File: src/rtl/cmdrec_pkg.sv
// Shared types, constants and keyword table for the command line recognizer.
package cmdrec_pkg;

  localparam int unsigned LINE_CAPACITY = 128;
  localparam int unsigned FILL_W        = $clog2(LINE_CAPACITY + 1);
  localparam int unsigned ADDR_W        = $clog2(LINE_CAPACITY);

  localparam int unsigned NUM_KW     = 12;
  localparam int unsigned KW_IDX_W   = $clog2(NUM_KW);
  localparam int unsigned KW_MAX_LEN = 10;
  localparam int unsigned BUF_DEPTH  = KW_MAX_LEN + 1;
  localparam int unsigned BUF_IDX_W  = $clog2(BUF_DEPTH);
  localparam int unsigned CNT_W      = $clog2(BUF_DEPTH + 1);

  localparam logic [7:0] CH_BS    = 8'd8;
  localparam logic [7:0] CH_LF    = 8'd10;
  localparam logic [7:0] CH_CR    = 8'd13;
  localparam logic [7:0] CH_SPACE = 8'd32;
  localparam logic [7:0] CH_DEL   = 8'd127;
  localparam logic [7:0] CH_NUL   = 8'd0;

  typedef enum logic [1:0] {
    EV_ECHO  = 2'd0,
    EV_ERASE = 2'd1,
    EV_DONE  = 2'd2,
    EV_LONG  = 2'd3
  } event_kind_e;

  typedef enum logic [1:0] {
    ST_IDLE,
    ST_LOAD,
    ST_MATCH
  } state_e;

  localparam logic [3:0] CMD_UNKNOWN = 4'd0;

  typedef struct packed {
    logic [KW_MAX_LEN-1:0][7:0] text;   // first character in the top byte
    logic [BUF_IDX_W-1:0]       len;
    logic [3:0]                 code;
    logic                       prefix;
  } kw_t;

  function automatic kw_t kw_entry(input logic [KW_IDX_W-1:0] idx);
    kw_t kw;
    kw = '0;
    case (idx)
      4'd0:  kw = '{text: {"help", 48'd0},       len: 4'd4,  code: 4'd1,  prefix: 1'b0};
      4'd1:  kw = '{text: {"hello", 40'd0},      len: 4'd5,  code: 4'd2,  prefix: 1'b0};
      4'd2:  kw = '{text: {"info", 48'd0},       len: 4'd4,  code: 4'd3,  prefix: 1'b0};
      4'd3:  kw = '{text: {"load", 48'd0},       len: 4'd4,  code: 4'd4,  prefix: 1'b0};
      4'd4:  kw = '{text: {"ls", 64'd0},         len: 4'd2,  code: 4'd5,  prefix: 1'b0};
      4'd5:  kw = '{text: {"test", 48'd0},       len: 4'd4,  code: 4'd6,  prefix: 1'b0};
      4'd6:  kw = '{text: {"cat", 56'd0},        len: 4'd3,  code: 4'd7,  prefix: 1'b1};
      4'd7:  kw = '{text: {"exec", 48'd0},       len: 4'd4,  code: 4'd8,  prefix: 1'b1};
      4'd8:  kw = '{text: 80'("setTimeout"),     len: 4'd10, code: 4'd9,  prefix: 1'b1};
      4'd9:  kw = '{text: {"testTask", 16'd0},   len: 4'd8,  code: 4'd10, prefix: 1'b0};
      4'd10: kw = '{text: {"testNest", 16'd0},   len: 4'd8,  code: 4'd11, prefix: 1'b0};
      4'd11: kw = '{text: 80'("testThread"),     len: 4'd10, code: 4'd12, prefix: 1'b0};
      default: kw = '0;
    endcase
    return kw;
  endfunction

endpackage

File: src/rtl/cmdrec_ram.sv
// Generic single-write, single-read RAM with registered read data.
module cmdrec_ram #(
  parameter int unsigned WIDTH = 8,
  parameter int unsigned DEPTH = 128
) (
  input  logic                     clk_i,
  input  logic                     we_i,
  input  logic [$clog2(DEPTH)-1:0] waddr_i,
  input  logic [WIDTH-1:0]         wdata_i,
  input  logic                     re_i,
  input  logic [$clog2(DEPTH)-1:0] raddr_i,
  output logic [WIDTH-1:0]         rdata_o
);

  logic [WIDTH-1:0] mem_q [DEPTH];
  logic [WIDTH-1:0] rdata_q;

  always_ff @(posedge clk_i) begin
    if (we_i) begin
      mem_q[waddr_i] <= wdata_i;
    end
    if (re_i) begin
      rdata_q <= mem_q[raddr_i];
    end
  end

  assign rdata_o = rdata_q;

endmodule

File: src/rtl/command_line_recognizer.sv
// Top level of the command line recognizer: line editing and keyword matching.
//
// Input channel (in_valid_i/in_ready_o, rx_byte_i) takes one received byte per
// word. Output channel (out_valid_o/out_ready_i) gives at most one event word
// per input byte: echo, erase, line complete with command code and length, or
// line too long. Bytes of 128 or more are taken and give no word.
// For ordinary bytes, erase and an overlong line end the event is registered and
// shown the cycle after the byte is taken. A line end that is matched copies up
// to eleven stored characters out of the line RAM through its registered read
// port (one per cycle, pipelined) and then runs one keyword per cycle through a
// shared compare unit, stopping at the first hit, and registers the result word.
// The block takes a new byte only while idle and while its output register is
// empty or being emptied, so a stalled receiver holds the input off after one
// pending word. Reset empties the line and the output register; the line RAM
// needs no clearing pass since only characters written since the last line end
// are ever read.
module command_line_recognizer (
  input  logic       clk_i,
  input  logic       rst_ni,
  input  logic       in_valid_i,
  output logic       in_ready_o,
  input  logic [7:0] rx_byte_i,
  output logic       out_valid_o,
  input  logic       out_ready_i,
  output logic [1:0] event_kind_o,
  output logic [7:0] echo_char_o,
  output logic [3:0] command_code_o,
  output logic [7:0] line_length_o
);

  cmdrec_pkg::state_e                    state_q, state_d;
  logic [cmdrec_pkg::FILL_W-1:0]         fill_q, fill_d;
  logic [cmdrec_pkg::CNT_W-1:0]          rd_idx_q, rd_idx_d;
  logic                                  rd_pend_q, rd_pend_d;
  logic [cmdrec_pkg::BUF_IDX_W-1:0]      rd_tag_q, rd_tag_d;
  logic [cmdrec_pkg::CNT_W-1:0]          text_len_q, text_len_d;
  logic [cmdrec_pkg::KW_IDX_W-1:0]       kw_idx_q, kw_idx_d;
  logic [7:0]                            buf_q [cmdrec_pkg::BUF_DEPTH];

  logic                                  out_valid_q, out_valid_d;
  cmdrec_pkg::event_kind_e               kind_q, kind_d;
  logic [7:0]                            echo_q, echo_d;
  logic [3:0]                            code_q, code_d;
  logic [7:0]                            len_q, len_d;

  logic                                  in_fire;
  logic [cmdrec_pkg::CNT_W-1:0]          load_lim;
  logic                                  ram_we, ram_re;
  logic [cmdrec_pkg::ADDR_W-1:0]         ram_raddr;
  logic [7:0]                            ram_rdata;
  logic                                  buf_we;

  cmdrec_pkg::kw_t                       kw;
  logic                                  kw_eq;
  logic [7:0]                            kw_next;
  logic                                  kw_hit;

  cmdrec_ram #(
    .WIDTH (8),
    .DEPTH (cmdrec_pkg::LINE_CAPACITY)
  ) u_line_ram (
    .clk_i   (clk_i),
    .we_i    (ram_we),
    .waddr_i (fill_q[cmdrec_pkg::ADDR_W-1:0]),
    .wdata_i (rx_byte_i),
    .re_i    (ram_re),
    .raddr_i (ram_raddr),
    .rdata_o (ram_rdata)
  );

  assign in_ready_o = (state_q == cmdrec_pkg::ST_IDLE) && (!out_valid_q || out_ready_i);
  assign in_fire    = in_valid_i && in_ready_o;
  assign load_lim   = (fill_q > cmdrec_pkg::FILL_W'(cmdrec_pkg::BUF_DEPTH)) ?
                      cmdrec_pkg::CNT_W'(cmdrec_pkg::BUF_DEPTH) :
                      cmdrec_pkg::CNT_W'(fill_q);
  assign ram_raddr  = cmdrec_pkg::ADDR_W'(rd_idx_q);

  // Shared compare unit: one keyword against the captured text per cycle.
  always_comb begin
    kw    = cmdrec_pkg::kw_entry(kw_idx_q);
    kw_eq = 1'b1;
    for (int i = 0; i < cmdrec_pkg::KW_MAX_LEN; i++) begin
      if ((cmdrec_pkg::BUF_IDX_W'(i) < kw.len) &&
          (buf_q[i] != kw.text[cmdrec_pkg::KW_MAX_LEN-1-i])) begin
        kw_eq = 1'b0;
      end
    end
    kw_next = buf_q[kw.len];
    kw_hit  = (text_len_q >= cmdrec_pkg::CNT_W'(kw.len)) && kw_eq &&
              ((text_len_q == cmdrec_pkg::CNT_W'(kw.len)) ||
               (kw.prefix && (kw_next == cmdrec_pkg::CH_SPACE)));
  end

  always_comb begin
    state_d     = state_q;
    fill_d      = fill_q;
    rd_idx_d    = rd_idx_q;
    rd_pend_d   = 1'b0;
    rd_tag_d    = rd_tag_q;
    text_len_d  = text_len_q;
    kw_idx_d    = kw_idx_q;
    out_valid_d = out_valid_q && !out_ready_i;
    kind_d      = kind_q;
    echo_d      = echo_q;
    code_d      = code_q;
    len_d       = len_q;
    ram_we      = 1'b0;
    ram_re      = 1'b0;
    buf_we      = 1'b0;

    case (state_q)
      cmdrec_pkg::ST_IDLE: begin
        if (in_fire && !rx_byte_i[7]) begin
          case (rx_byte_i)
            cmdrec_pkg::CH_BS, cmdrec_pkg::CH_DEL: begin
              if (fill_q != '0) begin
                fill_d = fill_q - 1'b1;
              end
              out_valid_d = 1'b1;
              kind_d      = cmdrec_pkg::EV_ERASE;
              echo_d      = '0;
              code_d      = cmdrec_pkg::CMD_UNKNOWN;
              len_d       = '0;
            end
            cmdrec_pkg::CH_CR, cmdrec_pkg::CH_LF: begin
              if (fill_q == cmdrec_pkg::FILL_W'(cmdrec_pkg::LINE_CAPACITY)) begin
                fill_d      = '0;
                out_valid_d = 1'b1;
                kind_d      = cmdrec_pkg::EV_LONG;
                echo_d      = '0;
                code_d      = cmdrec_pkg::CMD_UNKNOWN;
                len_d       = '0;
              end else begin
                rd_idx_d   = '0;
                text_len_d = load_lim;
                state_d    = cmdrec_pkg::ST_LOAD;
              end
            end
            default: begin
              if (fill_q < cmdrec_pkg::FILL_W'(cmdrec_pkg::LINE_CAPACITY)) begin
                ram_we = 1'b1;
                fill_d = fill_q + 1'b1;
              end
              out_valid_d = 1'b1;
              kind_d      = cmdrec_pkg::EV_ECHO;
              echo_d      = rx_byte_i;
              code_d      = cmdrec_pkg::CMD_UNKNOWN;
              len_d       = '0;
            end
          endcase
        end
      end
      cmdrec_pkg::ST_LOAD: begin
        if (rd_idx_q < load_lim) begin
          ram_re    = 1'b1;
          rd_idx_d  = rd_idx_q + 1'b1;
          rd_pend_d = 1'b1;
          rd_tag_d  = cmdrec_pkg::BUF_IDX_W'(rd_idx_q);
        end
        if (rd_pend_q) begin
          buf_we = 1'b1;
          if ((ram_rdata == cmdrec_pkg::CH_NUL) &&
              (cmdrec_pkg::CNT_W'(rd_tag_q) < text_len_q)) begin
            text_len_d = cmdrec_pkg::CNT_W'(rd_tag_q);
          end
        end
        if ((rd_idx_q == load_lim) && !rd_pend_q) begin
          kw_idx_d = '0;
          state_d  = cmdrec_pkg::ST_MATCH;
        end
      end
      cmdrec_pkg::ST_MATCH: begin
        if (kw_hit || (kw_idx_q == cmdrec_pkg::KW_IDX_W'(cmdrec_pkg::NUM_KW - 1))) begin
          out_valid_d = 1'b1;
          kind_d      = cmdrec_pkg::EV_DONE;
          echo_d      = '0;
          code_d      = kw_hit ? kw.code : cmdrec_pkg::CMD_UNKNOWN;
          len_d       = 8'(fill_q);
          fill_d      = '0;
          state_d     = cmdrec_pkg::ST_IDLE;
        end else begin
          kw_idx_d = kw_idx_q + 1'b1;
        end
      end
      default: begin
        state_d = cmdrec_pkg::ST_IDLE;
      end
    endcase
  end

  always_ff @(posedge clk_i or negedge rst_ni) begin
    if (!rst_ni) begin
      state_q     <= cmdrec_pkg::ST_IDLE;
      fill_q      <= '0;
      rd_idx_q    <= '0;
      rd_pend_q   <= 1'b0;
      kw_idx_q    <= '0;
      text_len_q  <= '0;
      out_valid_q <= 1'b0;
    end else begin
      state_q     <= state_d;
      fill_q      <= fill_d;
      rd_idx_q    <= rd_idx_d;
      rd_pend_q   <= rd_pend_d;
      kw_idx_q    <= kw_idx_d;
      text_len_q  <= text_len_d;
      out_valid_q <= out_valid_d;
    end
  end

  always_ff @(posedge clk_i) begin
    rd_tag_q <= rd_tag_d;
    kind_q   <= kind_d;
    echo_q   <= echo_d;
    code_q   <= code_d;
    len_q    <= len_d;
    if (buf_we) begin
      buf_q[rd_tag_q] <= ram_rdata;
    end
  end

  assign out_valid_o    = out_valid_q;
  assign event_kind_o   = kind_q;
  assign echo_char_o    = echo_q;
  assign command_code_o = code_q;
  assign line_length_o  = len_q;

endmodule
File: config.mk
export PLATFORM = sky130hd
export DESIGN_NAME = command_line_recognizer
export DESIGN_NICKNAME = d
export VERILOG_FILES = /design/src/rtl/cmdrec_pkg.sv /design/src/rtl/cmdrec_ram.sv /design/src/rtl/command_line_recognizer.sv
export SDC_FILE = /design/constraint.sdc
export NUM_CORES = 1
export LEC_CHECK = 0
export BUFFER_PORTS_ARGS = -buffer_cell sky130_fd_sc_hd__buf_2
export CORE_ASPECT_RATIO = 0.9
export CORE_MARGIN = 3
export CORE_UTILIZATION = 60
export CTS_CLUSTER_DIAMETER = 150
export DETAILED_ROUTE_END_ITERATION = 10
export PLACE_DENSITY = 0.81
export SYNTH_ARGS = -nofsm -noshare
export SYNTH_HDL_FRONTEND = slang
export SYNTH_HIERARCHICAL = 1
export SYNTH_SLANG_ARGS = --single-unit
File: constraint.sdc
create_clock -name clk_i -period 4 [get_ports clk_i]
set_input_delay 0 -clock clk_i [delete_from_list [all_inputs] [get_ports clk_i]]
set_output_delay 0 -clock clk_i [all_outputs]
set_load 0.02 [all_outputs]
[Yosys cells after proc, flatten, opt, wreduce, memory -nomap -nowiden]
Memory sizes are Yosys's and may differ from the RTL's. A register that Yosys moved wholly into a read port is not among the register bits.
Cells that the tools add are included.
Storage, ports and cells
  register bits: 50
  bits in writable memories: 1112
  memory bits (read-only): 1136
  output and inout port bits: 24
  word-level logic and storage cells: 182
  memories: 3
Cells by class
  add/sub/neg operators: 4
  magnitude comparators: 15
  eq/ne operators: 33
  mux-type cells: 73
  reduce and logical (&&, ||, !) cells: 42
Memory list
  (no name shown): depth 16, bits a word 71, read ports 1, clocked after memory_dff 0, wr ports 0, RTL line cmdrec_pkg.sv:47  | case (idx)
  u_line_ram.mem_q: depth 128, bits a word 8, read ports 1, clocked after memory_dff 1, wr ports 1, RTL line cmdrec_ram.sv:15  | logic [WIDTH-1:0] mem_q [DEPTH];
  buf_q: depth 11, bits a word 8, read ports 11, clocked after memory_dff 0, wr ports 1, RTL line command_line_recognizer.sv:38  | logic [7:0] buf_q [cmdrec_pkg::BUF_DEPTH];
Operator list (number)
  $ne 8x8->1: 10
  $pmux 8 s2: 5
  $mux 8: 9
  $mux 4: 17
  $pmux 4 s2: 4
  $mux 1: 26
  $eq 8x4->1 const B: 3
  $logic_and 1x1->1: 19
  $lt 3x4->1 const A: 4
  $mux 2: 8
  $ne 2x2->1 const B: 7
  $reduce_and 6->1: 2
  $reduce_and 5->1: 2
  $add 4x1->4 const B: 2
  $add 8x1->8 const B: 1
  $eq 4x4->1: 2
  $eq 8x6->1 const B: 1
  $eq 8x7->1 const B: 1
  $eq 8x8->1 const B: 1
  $gt 8x4->1 const B: 1
  $logic_not 8->1: 1
  $lt 1x4->1 const A: 2
  $lt 2x4->1 const A: 2
  $lt 4x4->1: 2
  23 further kinds: 35

[Longest topological paths before layout]
An unclocked memory read counts as a cell.
  depth in word-level cells: 18
  depth in mapped cells: 14
  depth with buffers taken out: 13

[Cells and area by module]
The synthesis kept the hierarchy.
By module, submodules not included
  cmdrec_ram: instances 1, cells each 1635, area an instance 39745.6 um^2, sequential area each 30989.7 um^2
  command_line_recognizer: instances 1, cells each 611, area an instance 7165.6 um^2, sequential area each 4023.9 um^2

[Worst setup path after synthesis]
Ideal clock, no wire load.
  path type: reg-to-reg
  from: register kw_idx_q[0] (netlist bit)
  to: register code_q[0] (netlist: command_code_o[0]), enable pin
  setup time: 0.381 ns
  data arrival time: 3.562 ns
  required time: 3.619 ns
  slack: 0.057 ns
  cell stages (with the launch flop): 15
  period minus slack after synthesis: 3.943 ns
  cells stage by stage: dfrtp_1 clkbuf_1 inv_1 ha_1 clkbuf_1 o22ai_1 inv_1 ha_1 a21oi_1 o21ai_0 nand3_1 a22o_1 nand3b_4 o21ai_2 and2_1
Between the ends
  longest elaborated chain between the ends: 18
  elaborated cells between the ends (all ways): 53
  those cells by class: order compare (11); eq/ne (14); mux (10); reduce/logical (16); memory (2)
Ends and longest elaborated chain
  start, declared: RTL line command_line_recognizer.sv:37  | logic [cmdrec_pkg::KW_IDX_W-1:0] kw_idx_q, kw_idx_d;
  start signal, assigned: RTL line command_line_recognizer.sv:205  | kw_idx_q <= kw_idx_d;
  $mem_v2 16x71
  $lt 1x4->1 / $ne 8x8->1 (equally long branches): RTL line command_line_recognizer.sv:83, command_line_recognizer.sv:84
  $logic_and 1x1->1: RTL line command_line_recognizer.sv:83  | if ((cmdrec_pkg::BUF_IDX_W'(i) < kw.len) &&
  $mux 1 (10 in a row): RTL line command_line_recognizer.sv:83
  $logic_and 1x1->1 (2 in a row): RTL line command_line_recognizer.sv:89  | kw_hit = (text_len_q >= cmdrec_pkg::CNT_W'(kw.len)) && kw_eq &&
  $logic_or 1x1->1 *: RTL line command_line_recognizer.sv:173  | if (kw_hit || (kw_idx_q == cmdrec_pkg::KW_IDX_W'(cmdrec_pkg::NUM_KW - 1))) begin
  $ne 2x2->1 (no source line) *
  $reduce_and 4->1 (no source line) *
  end signal, assigned: RTL line command_line_recognizer.sv:215  | code_q <= code_d;
  end, declared: RTL line command_line_recognizer.sv:43  | logic [3:0] code_q, code_d;
Every way passes the cells marked *; elsewhere a longest branch is shown, timed or not.
A chain may end at the register's enable or synchronous reset.

[Worst setup path after layout]
  from: register state_q[1]
  to: memory u_line_ram.mem_q[122][6], enable pin
Between the ends
  longest elaborated chain between the ends: 8
Ends and longest elaborated chain
  start, declared: RTL line command_line_recognizer.sv:31  | cmdrec_pkg::state_e state_q, state_d;
  start signal, assigned: RTL line command_line_recognizer.sv:193  | state_q <= cmdrec_pkg::ST_IDLE;
  start signal, assigned: RTL line command_line_recognizer.sv:201  | state_q <= state_d;
  $logic_not 2->1 *: RTL line command_line_recognizer.sv:71, command_line_recognizer.sv:111
  $logic_and 1x1->1: RTL line command_line_recognizer.sv:71  | assign in_ready_o = (state_q == cmdrec_pkg::ST_IDLE) && (!out_valid_q || out_ready_i);
  $logic_and 1x1->1: RTL line command_line_recognizer.sv:72  | assign in_fire = in_valid_i && in_ready_o;
  $logic_and 1x1->1: RTL line command_line_recognizer.sv:113  | if (in_fire && !rx_byte_i[7]) begin
  $mux 1: RTL line command_line_recognizer.sv:113
  $mux 1 *: RTL line command_line_recognizer.sv:111  | case (state_q)
  named net ram_we: RTL line command_line_recognizer.sv:48  | logic ram_we, ram_re;
  $mux 1 *: RTL line cmdrec_ram.sv:19  | if (we_i) begin
  $mux 1 (not written as such) *: RTL line cmdrec_ram.sv:20  | mem_q[waddr_i] <= wdata_i;
  end, declared: RTL line cmdrec_ram.sv:15
The timed path passes the listed nets; every way through them passes the cells marked *.

==> PnR_summary.wiki <==
{| class="wikitable"
! Metric !! Value
|-
| Result of the run || finished clean
|-
| Hold Worst Slack || 0.2190 ns
|-
| Worst path arrival time || 4.03 ns
|-
| Flop and latch count out of synthesis || 1170
|-
| Count of port buffers added during placement || 35
|-
| Number of enable-type register cells in the synthesized netlist || 1146
|-
| Depth of the worst register-to-register path || 7
|-
| Setup slack of the worst register-to-register path || 0.26 ns
|-
| Type of the worst setup path || register to register
|-
| Number of buffers inserted by post-CTS setup repair || 0
|-
| Reg clk slew, reported paths || 0.07 ns
|-
| Number of vias after detailed routing || 24303
|-
| Final weighted congestion of routability-driven global placement || 0.9054
|-
| Most used routing layer || met2
|-
| Slowest stage delay, CP || 0.76 ns
|-
| CTS buffer count || 110
|-
| Final setup violation count || 0
|-
| Post-detailed-route count of antenna-violating nets || 0
|-
| Endpoint of the most critical register-to-register path || u_line_ram/mem_q[122][6]$_DFFE_PP_
|-
| Number of sinks driven by the clock tree || 1170
|-
| Pins over their slew limit || 0
|-
| GR Util met1 || 0.4015
|-
| Number of violations reported at the end of detailed-routing iteration 0 || 3232
|-
| Sum Neg Setup Slack || 0 ns
|-
| Fmax || 0.2673 GHz
|-
| Met2 routing resource usage after global routing || 0.4350
|-
| Cell count after synthesis || 2246
|-
| Die Width || 300.7 um
|-
| H-tree levels || 3
|-
| Required @ worst endpoint || 4.29 ns
|-
| Startpoint of the worst setup timing path || state_q[1]$_DFFE_PN0P_
|-
| Residual DRC || 0
|-
| Global route total overflow || 0
|-
| Sequential element share of the synthesized area || 0.7464
|-
| Slew HR || 0.1986
|-
| Clock buffer depth || 3
|-
| Initial core utilization || 0.6102
|-
| Async set-or-reset flop fraction in the synthesized netlist || 0.02051
|-
| Element type at the critical path end || register
|-
| Post-synthesis area per instance || 20.89 sq um
|-
| Count of unique library cells instantiated by Yosys || 75
|-
| Hold-critical path endpoint || u_line_ram/mem_q[72][3]$_DFFE_PP_
|-
| Power density of the placed cells || 618.5 mW/mm^2
|-
| Fraction of layout cells with a size suffix above 1 || 0.2753
|-
| Actual transition at the worst max-transition pin || 1.202 ns
|-
| Core Footprint || 0.07687 sq mm
|-
| Clk Latency, worst-skew pair || 0.67 ns
|-
| Cell area after technology mapping || 0.04691 sq mm
|-
| Via count of the first global-routing pass || 24427
|-
| TritonCTS clock tree || done
|-
| Global routing met3 resource utilization || 0.06381
|-
| Post-detailed-route via-to-cell ratio || 6.850
|-
| Yosys synthesis warning count || 6
|-
| DRT Wirelength || 111500 um
|-
| HPWL after DPL || 67020 um
|-
| Global Route Usage Sum || 0.2790
|-
| Final non-filler cell area || 0.05260 sq mm
|-
| Sort of element at the start of the critical path || register
|-
| Area growth from synthesis to layout || 12.13%
|-
| Site Rows || 96
|-
| Placed cell areas || 0.04890 sq mm
|-
| Setup repair after global routing missed its margin || false
|-
| Final hold violation count || 0
|-
| Global-route wire length before repair || 165900 um
|-
| Ys flop type || sky130_fd_sc_hd__edfxtp_1
|-
| Die Footprint || 0.08158 sq mm
|-
| Y dimension of the die || 271.3 um
|-
| Number of cells on the worst hold path || 2
|-
| Leak Pwr || 16.91 nW
|-
| Router iterations before antenna repair || 6
|-
| Largest net degree at the start of global routing || 101
|-
| Source of the worst hold timing path || rx_byte_i[3]
|-
| Reg-to-reg critical path startpoint || state_q[1]$_DFFE_PN0P_
|-
| Total number of nets in the final design || 2470
|-
| Path type of the worst min-delay path || input port to register
|-
| Final Util || 0.6842
|-
| Slowest cell on crit path || sky130_fd_sc_hd__nor2_1
|-
| Number of maximum-capacitance constraint violations || 0
|-
| Number of antenna violations at the first check in global routing || 11
|-
| Clock root cell || sky130_fd_sc_hd__clkbuf_16
|-
| Cell-by-cell listing of the critical path || nor3_1 -> nand3b_1 -> nor3b_1 -> buf_4 -> nor2b_1 -> nand2_1 -> nor2_1
|-
| IR drop worst, VDD || 0.0004624 V
|-
| Maximum clock skew at final layout || 0.02695 ns
|-
| Critical path fanouts, max || 9
|-
| Routed wire length per instance || 31.43 um
|-
| Number of primary I/O pins || 36
|-
| Fraction of the cycle the final worst path needs || 0.9354
|-
| Minimum period implied by the final worst setup slack || 3.741 ns
|}
## report_power, final
part,total [mW],internal (mW),switching [mW]
clock,10.3,5.98,4.35
combinational,7.80,3.64,4.15
sequential,14.4,13.8,0.603
total,32.5,23.4,9.10
## placed cells by master, fill, tap and decap left out, types with 5 or more instances in the layout
master and instances:
sky130_fd_sc_hd__ha_1 27, sky130_fd_sc_hd__edfxtp_1 1146, sky130_fd_sc_hd__o211ai_1 5, sky130_fd_sc_hd__a31oi_1 5, sky130_fd_sc_hd__nand2b_1 18, sky130_fd_sc_hd__clkbuf_16 111, sky130_fd_sc_hd__dlygate4sd3_1 12, sky130_fd_sc_hd__inv_1 29
sky130_fd_sc_hd__mux4_2 336, sky130_fd_sc_hd__nor3_1 26, sky130_fd_sc_hd__buf_2 27, sky130_fd_sc_hd__bufinv_16 14, sky130_fd_sc_hd__clkinv_2 17, sky130_fd_sc_hd__o21ai_0 29, sky130_fd_sc_hd__mux2i_1 14, sky130_fd_sc_hd__or3_1 5
sky130_fd_sc_hd__o31ai_1 12, sky130_fd_sc_hd__nand4_1 17, sky130_fd_sc_hd__xnor2_1 14, sky130_fd_sc_hd__nand3_1 26, sky130_fd_sc_hd__nor4b_1 12, sky130_fd_sc_hd__dfrtp_1 21, sky130_fd_sc_hd__and3_1 10, sky130_fd_sc_hd__xor2_1 13
sky130_fd_sc_hd__clkinv_1 21, sky130_fd_sc_hd__mux2_2 9, sky130_fd_sc_hd__nand2_1 50, sky130_fd_sc_hd__buf_4 146, sky130_fd_sc_hd__nor4_1 13, sky130_fd_sc_hd__nor2_1 164, sky130_fd_sc_hd__clkbuf_1 27, sky130_fd_sc_hd__a21oi_1 30
sky130_fd_sc_hd__a21o_1 7, sky130_fd_sc_hd__nor2b_1 16
## layout make-up
cell class / instances / area (sq um)
inverters: 31 / 121.4
clock inverters: 61 / 674.4
well taps: 1029 / 1287
repair buffers: 186 / 1371
multi-input cells: 931 / 11240
flip-flops and latches: 1170 / 35020
clock buffers: 138 / 2879
fillers: 4521 / 24270
diodes: 2 / 5.005
## kinds of logic after synthesis
logic type | share of synthesized area
and+or+nand+nor | 0.04211
AOI/OAI and AO/OA | 0.01806
xor gates and xnor gates | 0.005041
muxes | 0.1665
DFF | 0.7464
other | 0.00007994
adders and majority gates | 0.007628
buffers and inverters | 0.01424
## worst max path at each step
stage	to	slack [ns]	cells after the start
5_1_grt	u_line_ram/mem_q[122][6]$_DFFE_PP_	0.1	7
4_1_cts	u_line_ram/mem_q[122][3]$_DFFE_PP_	0.36	7
2_1_floorplan	command_code_o[0]$_SDFFCE_PN0P_	0.06	14
3_3_place_gp	u_line_ram/mem_q[58][1]$_DFFE_PP_	0.54	9
3_5_place_dp	u_line_ram/mem_q[122][5]$_DFFE_PP_	0.38	7
6_report	u_line_ram/mem_q[122][6]$_DFFE_PP_	0.26	7
## stage by stage
step / total power [mW] / instances / worst slack, ns
CTS: 32.62 / 3546 / 0.3569
detailed placement: 22.28 / 3334 / 0.3766
finish: 32.53 / 3548 / 0.2586
global placement: 22.07 / 3334 / 0.5358
global route: 33.53 / 3546 / 0.09607
floorplan: 19.80 / 2248 / 0.05722
## registers in the layout (all words and copies together), names as in the netlist
register / flops
buf_q: 88
command_code_o: 4
echo_char_o: 8
event_kind_o: 2
fill_q: 8
kw_idx_q: 4
line_length_o: 8
out_valid_o: 1
rd_idx_q: 4
rd_pend_q: 1
rd_tag_q: 4
state_q: 2
text_len_q: 4
u_line_ram/mem_q: 1024
u_line_ram/rdata_o: 8
## critical path: cells and delay by family, from the launching register on
kind,cells,cell delay (ns)
buf+inv,1,0.20
flops,1,0.48
simple gates,6,2.68
## routing by layer
metal | wire length, um | vias to the layer above
met5 | 105 | -
met1 | 41710 | 12676
li1 | - | 9696
met4 | 3595 | 10
met3 | 12430 | 269
met2 | 53690 | 1652
## synthesized netlist by cell type, types with 3 or more instances
library cell | count | share of area
sky130_fd_sc_hd__mux2i_1 | 14 | 0.0030
sky130_fd_sc_hd__nor3b_1 | 3 | 0.00048
sky130_fd_sc_hd__nor3_1 | 26 | 0.0028
sky130_fd_sc_hd__a21boi_0 | 3 | 0.00048
sky130_fd_sc_hd__clkbuf_1 | 55 | 0.0044
sky130_fd_sc_hd__buf_6 | 4 | 0.00096
sky130_fd_sc_hd__o21ai_0 | 29 | 0.0031
sky130_fd_sc_hd__nand2b_1 | 18 | 0.0024
sky130_fd_sc_hd__nand3b_1 | 4 | 0.00064
sky130_fd_sc_hd__o22ai_1 | 4 | 0.00053
sky130_fd_sc_hd__mux4_2 | 336 | 0.16
sky130_fd_sc_hd__a31oi_1 | 5 | 0.00067
sky130_fd_sc_hd__or3_1 | 5 | 0.00067
sky130_fd_sc_hd__edfxtp_1 | 1146 | 0.73
sky130_fd_sc_hd__o31ai_1 | 12 | 0.0019
sky130_fd_sc_hd__nand2_1 | 50 | 0.0040
sky130_fd_sc_hd__nor2_1 | 164 | 0.013
sky130_fd_sc_hd__mux2_2 | 9 | 0.0022
sky130_fd_sc_hd__xor2_1 | 13 | 0.0024
sky130_fd_sc_hd__o211ai_1 | 5 | 0.00080
sky130_fd_sc_hd__nand3_1 | 26 | 0.0028
sky130_fd_sc_hd__nor2b_1 | 16 | 0.0021
sky130_fd_sc_hd__buf_2 | 22 | 0.0023
sky130_fd_sc_hd__nand4b_1 | 3 | 0.00056
sky130_fd_sc_hd__buf_1 | 20 | 0.0016
sky130_fd_sc_hd__a31o_2 | 3 | 0.00056
sky130_fd_sc_hd__nand4_1 | 17 | 0.0023
sky130_fd_sc_hd__nor4b_1 | 12 | 0.0022
sky130_fd_sc_hd__a21o_1 | 7 | 0.0011
sky130_fd_sc_hd__xnor2_1 | 14 | 0.0026
sky130_fd_sc_hd__inv_1 | 29 | 0.0023
sky130_fd_sc_hd__ha_1 | 27 | 0.0072
sky130_fd_sc_hd__and3_1 | 10 | 0.0013
sky130_fd_sc_hd__nor4_1 | 13 | 0.0017
sky130_fd_sc_hd__buf_4 | 14 | 0.0022
sky130_fd_sc_hd__and2_1 | 4 | 0.00053
sky130_fd_sc_hd__a21oi_1 | 30 | 0.0032
sky130_fd_sc_hd__dfrtp_1 | 24 | 0.013
## timing repair
item                      4_1_cts  5_1_grt
hold buffers                   13        0
hold endpoints to repair      183        0
resized for setup               0        0
Note: power is estimated with default switching activity, not from simulation.
